## config.mk

```make
export PLATFORM = sky130hd
export DESIGN_NAME = lba_to_chs_convert
export DESIGN_NICKNAME = d
export VERILOG_FILES = /design/src/rtl/core/lbachs_pkg.sv /design/src/rtl/core/lba_to_chs_convert.sv /design/src/rtl/core/lbachs_div_cell.sv /design/src/rtl/core/lbachs_div_chain.sv
export SDC_FILE = /design/constraint.sdc
export NUM_CORES = 2
export LEC_CHECK = 0
export CAP_MARGIN = 10
export CORE_MARGIN = 5
export CORE_UTILIZATION = 60
export DETAILED_ROUTE_END_ITERATION = 10
export DONT_BUFFER_PORTS = 1
export PLACE_DENSITY_LB_ADDON = 0.1
export SYNTH_ARGS = -nofsm -noshare
export SYNTH_HDL_FRONTEND = slang
export SYNTH_HIERARCHICAL = 1
export SYNTH_SLANG_ARGS = --single-unit
```

## constraint.sdc

```tcl
create_clock -name clk -period 227.7 [get_ports clk]
set_clock_uncertainty 0.05 [all_clocks]
set_input_delay 11.385 -clock clk [delete_from_list [all_inputs] [get_ports clk]]
set_output_delay 11.385 -clock clk [all_outputs]
set_load 0.005 [all_outputs]
```

## src/rtl/core/lbachs_pkg.sv

```systemverilog
// Shared constants for the logical block address to cylinder/head/sector converter.
`timescale 1ns / 1ps
`default_nettype none
package lbachs_pkg;

	localparam int LBA_WIDTH_DEF = 32;
	localparam int ADDR_W        = 32;
	localparam int SPT_W         = 6;
	localparam int HEADS_W       = 9;
	localparam int CFG_W         = 9;
	localparam int CFG_IDX_W     = 2;
	localparam int CYL_W         = 16;
	localparam int HEAD_W        = 8;
	localparam int SECTOR_W      = 6;
	localparam int OUT_DATA_W    = 32;

	localparam logic [CFG_IDX_W-1:0] REG_SPT   = 2'd0;
	localparam logic [CFG_IDX_W-1:0] REG_HEADS = 2'd1;

	localparam logic [SPT_W-1:0]   SPT_RESET   = 6'd18;
	localparam logic [HEADS_W-1:0] HEADS_RESET = 9'd2;
	localparam logic [HEADS_W-1:0] MAX_HEADS   = 9'd256;
	localparam logic [CYL_W-1:0]   CYL_MAX     = 16'hFFFF;

endpackage
`default_nettype wire

```

## src/rtl/core/lba_to_chs_convert.sv

```systemverilog
// Top level: logical block address to cylinder/head/sector conversion.
//
//  channel | dir | handshake        | contents
//  s_*     | in  | s_tvalid/tready  | block address
//  m_*     | out | m_tvalid/tready  | cylinder, head, sector, overflow
//  cfg_*   | in  | cfg_we           | geometry registers, no read-back
//
// One address is accepted every cycle while the output is not stalled; each
// result passes through two rows of one-bit division cells (address / sectors
// per track, then track / head count). The last cell is the output register.
// Both rows advance when the output is empty or taken; a stalled output
// holds every cell. Reset clears valid bits and restores the geometry 18/2.
`timescale 1ns / 1ps
`default_nettype none
module lba_to_chs_convert #(
	parameter int LBA_WIDTH = lbachs_pkg::LBA_WIDTH_DEF
) (
	input  wire logic                             clk,
	input  wire logic                             arst_n,
	input  wire logic                             s_tvalid,
	output logic                                  s_tready,
	// s_tdata: [31:0] block_address
	input  wire logic [lbachs_pkg::ADDR_W-1:0]    s_tdata,
	output logic                                  m_tvalid,
	input  wire logic                             m_tready,
	// m_tdata: [15:0] cylinder, [23:16] head, [29:24] sector, [30] overflow, [31] zero
	output logic [lbachs_pkg::OUT_DATA_W-1:0]     m_tdata,
	input  wire logic                             cfg_we,
	input  wire logic [lbachs_pkg::CFG_IDX_W-1:0] cfg_index,
	input  wire logic [lbachs_pkg::CFG_W-1:0]     cfg_data
);

	import lbachs_pkg::*;

	logic [SPT_W-1:0]     spt_q;
	logic [HEADS_W-1:0]   heads_q;
	logic [SPT_W-1:0]     spt_eff;
	logic [HEADS_W-1:0]   heads_eff;
	logic                 advance;
	logic [LBA_WIDTH-1:0] lba;

	logic                 valid1;
	logic [LBA_WIDTH-1:0] track1;
	logic [SPT_W-1:0]     srem1;
	logic [SECTOR_W-1:0]  sector1;

	logic                 valid2;
	logic [LBA_WIDTH-1:0] cyl_full;
	logic [HEADS_W-1:0]   hrem2;
	logic [SECTOR_W-1:0]  sector2;
	logic                 ovf;
	logic [CYL_W-1:0]     cyl;

	always_ff @(posedge clk or negedge arst_n) begin
		if (!arst_n) begin
			spt_q   <= SPT_RESET;
			heads_q <= HEADS_RESET;
		end else if (cfg_we) begin
			case (cfg_index)
				REG_SPT:   spt_q   <= cfg_data[SPT_W-1:0];
				REG_HEADS: heads_q <= cfg_data[HEADS_W-1:0];
				default:   ;
			endcase
		end
	end

	// zero divisors act as one, head count clamps at 256
	always_comb begin
		spt_eff = (spt_q == '0) ? SPT_W'(1) : spt_q;
		if (heads_q == '0) begin
			heads_eff = HEADS_W'(1);
		end else if (heads_q > MAX_HEADS) begin
			heads_eff = MAX_HEADS;
		end else begin
			heads_eff = heads_q;
		end
	end

	assign advance  = !valid2 || m_tready;
	assign s_tready = advance;
	assign lba      = LBA_WIDTH'(s_tdata);

	lbachs_div_chain #(
		.NUM_W  (LBA_WIDTH),
		.DEN_W  (SPT_W),
		.SIDE_W (1)
	) u_spt_chain (
		.clk       (clk),
		.arst_n    (arst_n),
		.advance   (advance),
		.in_valid  (s_tvalid),
		.in_num    (lba),
		.in_side   (1'b0),
		.den       (spt_eff),
		.out_valid (valid1),
		.out_quo   (track1),
		.out_rem   (srem1),
		.out_side  ()
	);

	assign sector1 = srem1 + SECTOR_W'(1);

	lbachs_div_chain #(
		.NUM_W  (LBA_WIDTH),
		.DEN_W  (HEADS_W),
		.SIDE_W (SECTOR_W)
	) u_head_chain (
		.clk       (clk),
		.arst_n    (arst_n),
		.advance   (advance),
		.in_valid  (valid1),
		.in_num    (track1),
		.in_side   (sector1),
		.den       (heads_eff),
		.out_valid (valid2),
		.out_quo   (cyl_full),
		.out_rem   (hrem2),
		.out_side  (sector2)
	);

	if (LBA_WIDTH > CYL_W) begin : g_sat
		assign ovf = |cyl_full[LBA_WIDTH-1:CYL_W];
	end else begin : g_nosat
		assign ovf = 1'b0;
	end

	// saturate the cylinder, head and sector stay true
	assign cyl      = ovf ? CYL_MAX : cyl_full[CYL_W-1:0];
	assign m_tvalid = valid2;
	assign m_tdata  = {1'b0, ovf, sector2, hrem2[HEAD_W-1:0], cyl};

endmodule
`default_nettype wire

```

## src/rtl/core/lbachs_div_cell.sv

```systemverilog
// One restoring-division cell: produces one quotient bit per cycle while advance is high.
`timescale 1ns / 1ps
`default_nettype none
module lbachs_div_cell #(
	parameter int NUM_W  = 32,
	parameter int DEN_W  = 6,
	parameter int SIDE_W = 1
) (
	input  wire logic              clk,
	input  wire logic              arst_n,
	input  wire logic              advance,
	input  wire logic              valid_i,
	input  wire logic [NUM_W-1:0]  num_i,
	input  wire logic [DEN_W-1:0]  rem_i,
	input  wire logic [SIDE_W-1:0] side_i,
	input  wire logic [DEN_W-1:0]  den,
	output logic                   valid_o,
	output logic [NUM_W-1:0]       num_o,
	output logic [DEN_W-1:0]       rem_o,
	output logic [SIDE_W-1:0]      side_o
);

	logic [DEN_W:0]   trial;
	logic             ge;
	logic [DEN_W:0]   diff;
	logic [DEN_W-1:0] rem_next;
	logic [NUM_W-1:0] num_next;
	logic             valid_q;
	logic [NUM_W-1:0] num_q;
	logic [DEN_W-1:0] rem_q;
	logic [SIDE_W-1:0] side_q;

	always_comb begin
		// bring down the next dividend bit, subtract when it fits
		trial    = {rem_i, num_i[NUM_W-1]};
		ge       = (trial >= {1'b0, den});
		diff     = trial - {1'b0, den};
		rem_next = ge ? diff[DEN_W-1:0] : trial[DEN_W-1:0];
		num_next = {num_i[NUM_W-2:0], ge};
	end

	always_ff @(posedge clk or negedge arst_n) begin
		if (!arst_n) begin
			valid_q <= 1'b0;
		end else if (advance) begin
			valid_q <= valid_i;
		end
	end

	always_ff @(posedge clk) begin
		if (advance) begin
			num_q  <= num_next;
			rem_q  <= rem_next;
			side_q <= side_i;
		end
	end

	assign valid_o = valid_q;
	assign num_o   = num_q;
	assign rem_o   = rem_q;
	assign side_o  = side_q;

endmodule
`default_nettype wire

```

## src/rtl/core/lbachs_div_chain.sv

```systemverilog
// Row of division cells: NUM_W cells yield quotient and remainder of num / den.
`timescale 1ns / 1ps
`default_nettype none
module lbachs_div_chain #(
	parameter int NUM_W  = 32,
	parameter int DEN_W  = 6,
	parameter int SIDE_W = 1
) (
	input  wire logic              clk,
	input  wire logic              arst_n,
	input  wire logic              advance,
	input  wire logic              in_valid,
	input  wire logic [NUM_W-1:0]  in_num,
	input  wire logic [SIDE_W-1:0] in_side,
	input  wire logic [DEN_W-1:0]  den,
	output logic                   out_valid,
	output logic [NUM_W-1:0]       out_quo,
	output logic [DEN_W-1:0]       out_rem,
	output logic [SIDE_W-1:0]      out_side
);

	logic              valid_c [NUM_W+1];
	logic [NUM_W-1:0]  num_c   [NUM_W+1];
	logic [DEN_W-1:0]  rem_c   [NUM_W+1];
	logic [SIDE_W-1:0] side_c  [NUM_W+1];

	assign valid_c[0] = in_valid;
	assign num_c[0]   = in_num;
	assign rem_c[0]   = '0;
	assign side_c[0]  = in_side;

	for (genvar i = 0; i < NUM_W; i++) begin : g_cell
		lbachs_div_cell #(
			.NUM_W  (NUM_W),
			.DEN_W  (DEN_W),
			.SIDE_W (SIDE_W)
		) u_cell (
			.clk     (clk),
			.arst_n  (arst_n),
			.advance (advance),
			.valid_i (valid_c[i]),
			.num_i   (num_c[i]),
			.rem_i   (rem_c[i]),
			.side_i  (side_c[i]),
			.den     (den),
			.valid_o (valid_c[i+1]),
			.num_o   (num_c[i+1]),
			.rem_o   (rem_c[i+1]),
			.side_o  (side_c[i+1])
		);
	end

	assign out_valid = valid_c[NUM_W];
	assign out_quo   = num_c[NUM_W];
	assign out_rem   = rem_c[NUM_W];
	assign out_side  = side_c[NUM_W];

endmodule
`default_nettype wire
```

==> results.json <==
{
  "status": "finished, final reports clean",
  "final_core_util_pct": 66.54,
  "n_fill_cell": 13550,
  "grt_pass1_wl_um": 300100,
  "hpwl_um": 110500,
  "hold_path_class": "reg -> reg",
  "drive_above_1_share_pct": 15.80,
  "dpl.cell_count": 9700,
  "final_hold_viol_count": 0,
  "dieArea_um2": 206600,
  "port_buffers": 0,
  "setup_tns_ns": 0,
  "grt_pass1_vias": 57210,
  "die_w_um": 454.6,
  "cts-resized-gates": 0,
  "coreArea_um2": 197000,
  "avgViaCountPerCell": 5.683,
  "die_h_um": 454.6,
  "drt_first_iter_violations": 4575,
  "clock_sinks": 2798,
  "powerDensity_nw_per_um2": 15.10,
  "syn_to_final_growth_pct": 10.55,
  "min_from": "u_spt_chain/g_cell[18].u_cell/num_o[0]",
  "grtUsageTotal_pct": 17.91,
  "worst-path-buf-inv": 0,
  "leakage_uw": 0.04750,
  "critPathMaxFanout": 8,
  "startpoint_type": "input pin",
  "min_period_ns": 23.18,
  "hold_buffers": 0,
  "crit_type": "in -> out",
  "place.gp.congestion": 0.8318,
  "crit_path_end_kind": "output port",
  "slew_headroom_pct": 25.52,
  "clkTransAtPathRegs_ns": 0.06,
  "cp_cell_sequence": "nand2b_4",
  "syn_area_um2": 118600,
  "cp.arrival_ns": 11.74,
  "drtAntennaViolNets": 0,
  "h-tree-depth": 5,
  "row_count": 163,
  "worstReg2RegStart": "u_head_chain/g_cell[31].u_cell/valid_o",
  "antenna_found_initial": 2,
  "pre_cts_ws_ns": 204.48,
  "cts_made_buffers": 302,
  "fin_cells": 10220,
  "grt_overflow_total": 0,
  "setup_viol": 0,
  "tritoncts": "built",
  "rsz0062_at_grt": "no",
  "max-clock-path-buffers": 4,
  "insertion_delay_ns": 0.92,
  "syn_inst": 7123,
  "cpPeakStageDelay_ns": 0.32,
  "finalWirelength_um": 186300,
  "cp_top_family": "simple AND/OR/NAND/NOR gates",
  "finalCritPeriodShare_pct": 10.18,
  "nets": 7989,
  "firstDrtPassIters": 8,
  "drc": 0,
  "synth_warnings": 6,
  "post_drt_wl_per_cell_um": 18.22,
  "crit_required_ns": 216.27,
  "io_pins": 82,
  "fin_ws_ns": 204.52,
  "start_util_pct": 60.19,
  "vias": 58090,
  "cts_root_buffer": "clkbuf_16",
  "avgSynthCellArea_um2": 16.65,
  "max-cap-violations": 0,
  "post_cts_buffers": 0,
  "worstMarginPinSlew_ns": 1.117,
  "crit_start": "m_tready",
  "grt_max_degree": 199,
  "worst_path_max_delay_cell": "nand2b_4",
  "slew_viol_final": 0,
  "max_freq_mhz": 43.14,
  "ir_drop_mv": 0.008822
}
[per-layer routing]
metal | vias to the layer above | routed length [um] | GRT usage, %
li1 | 28160 | - | -
met1 | 28550 | 82960 | 24.19
met2 | 980 | 90710 | 29.89
met3 | 406 | 6272 | 2.795
met4 | 0 | 6329 | 6.441
met5 | - | 0 | 0
[power breakdown]
part	internal, uW	leakage [uW]	switching, uW
clock network	276	0.00458	187
registers	808	0.0277	68.9
logic	295	0.0152	344
[state kept, by name (all words and copies together) (netlist names)]
register,flops
spt_q,6
heads_q,9
u_head_chain/g_cell.u_cell/valid_o,32
u_head_chain/g_cell.u_cell/rem_o,287
u_head_chain/g_cell.u_cell/num_o,1024
u_spt_chain/g_cell.u_cell/num_o,1024
u_spt_chain/g_cell.u_cell/valid_o,32
u_spt_chain/g_cell.u_cell/rem_o,192
u_head_chain/g_cell.u_cell/side_o,192
[through the flow]
stage	hold WS [ns]	instance area (um^2)	power (uW)
after floorplan	0.3503	118700	1377
after global placement	0.3501	121700	1499
after detailed placement	0.3545	121700	1520
after CTS	0.3334	131100	1998
after global routing	0.3459	131100	2100
final	0.3426	131100	1980
[worst reg2reg max path: stages (launching register included)]
cell and delay (ns):
dfrtp_1 0.43, nand2b_4 0.32, buf_4 0.74, buf_12 0.79
buf_4 0.84, buf_4 0.88, buf_12 0.74, buf_4 1.02
buf_4 0.86
[layout by cell type (no fill, tap or decap), types with 67 or more instances in the layout]
cell          n
edfxtp_1   2719
inv_1       705
ha_1        513
clkbuf_16   309
a21oi_1     288
mux2_2      207
o211ai_1    159
xnor2_1     131
a21o_1      128
mux2i_1     128
nand2_1     126
nor2_1       97
nand2b_1     96
mux2_4       96
dfrtp_1      75
nand3_1      67
[area by class of cell]
cell class / count / area, um^2 / share of cell area [%]
inverters: 737 / 2846 / 2.171
clock inverters: 161 / 1480 / 1.129
well taps: 2640 / 3303 / 2.520
diodes: 2 / 5.005 / 0.003818
repair buffers: 46 / 407.9 / 0.3111
flip-flops and latches: 2798 / 83630 / 63.80
clock buffers: 359 / 7930 / 6.049
multi-input cells: 3479 / 31490 / 24.02
[path summary, 6_finish.rpt]
| kind | endpoint | slack [ns] | depth (start not counted) |
|---|---|---|---|
| setup / recovery | s_tready | 204.52 | 1 |
| max in group asynchronous | spt_q[1] | 217.26 | 0 |
| hold / removal | u_spt_chain/g_cell[19].u_cell/num_o[1] | 0.34 | 0 |
| setup reg to reg | u_head_chain/g_cell[29].u_cell/side_o[5] | 220.60 | 8 |
| min in group asynchronous | u_spt_chain/g_cell[0].u_cell/valid_o | 10.12 | 0 |
| hold reg to reg | u_spt_chain/g_cell[19].u_cell/num_o[1] | 0.34 | 0 |
Note: power is estimated with default switching activity, not from simulation.
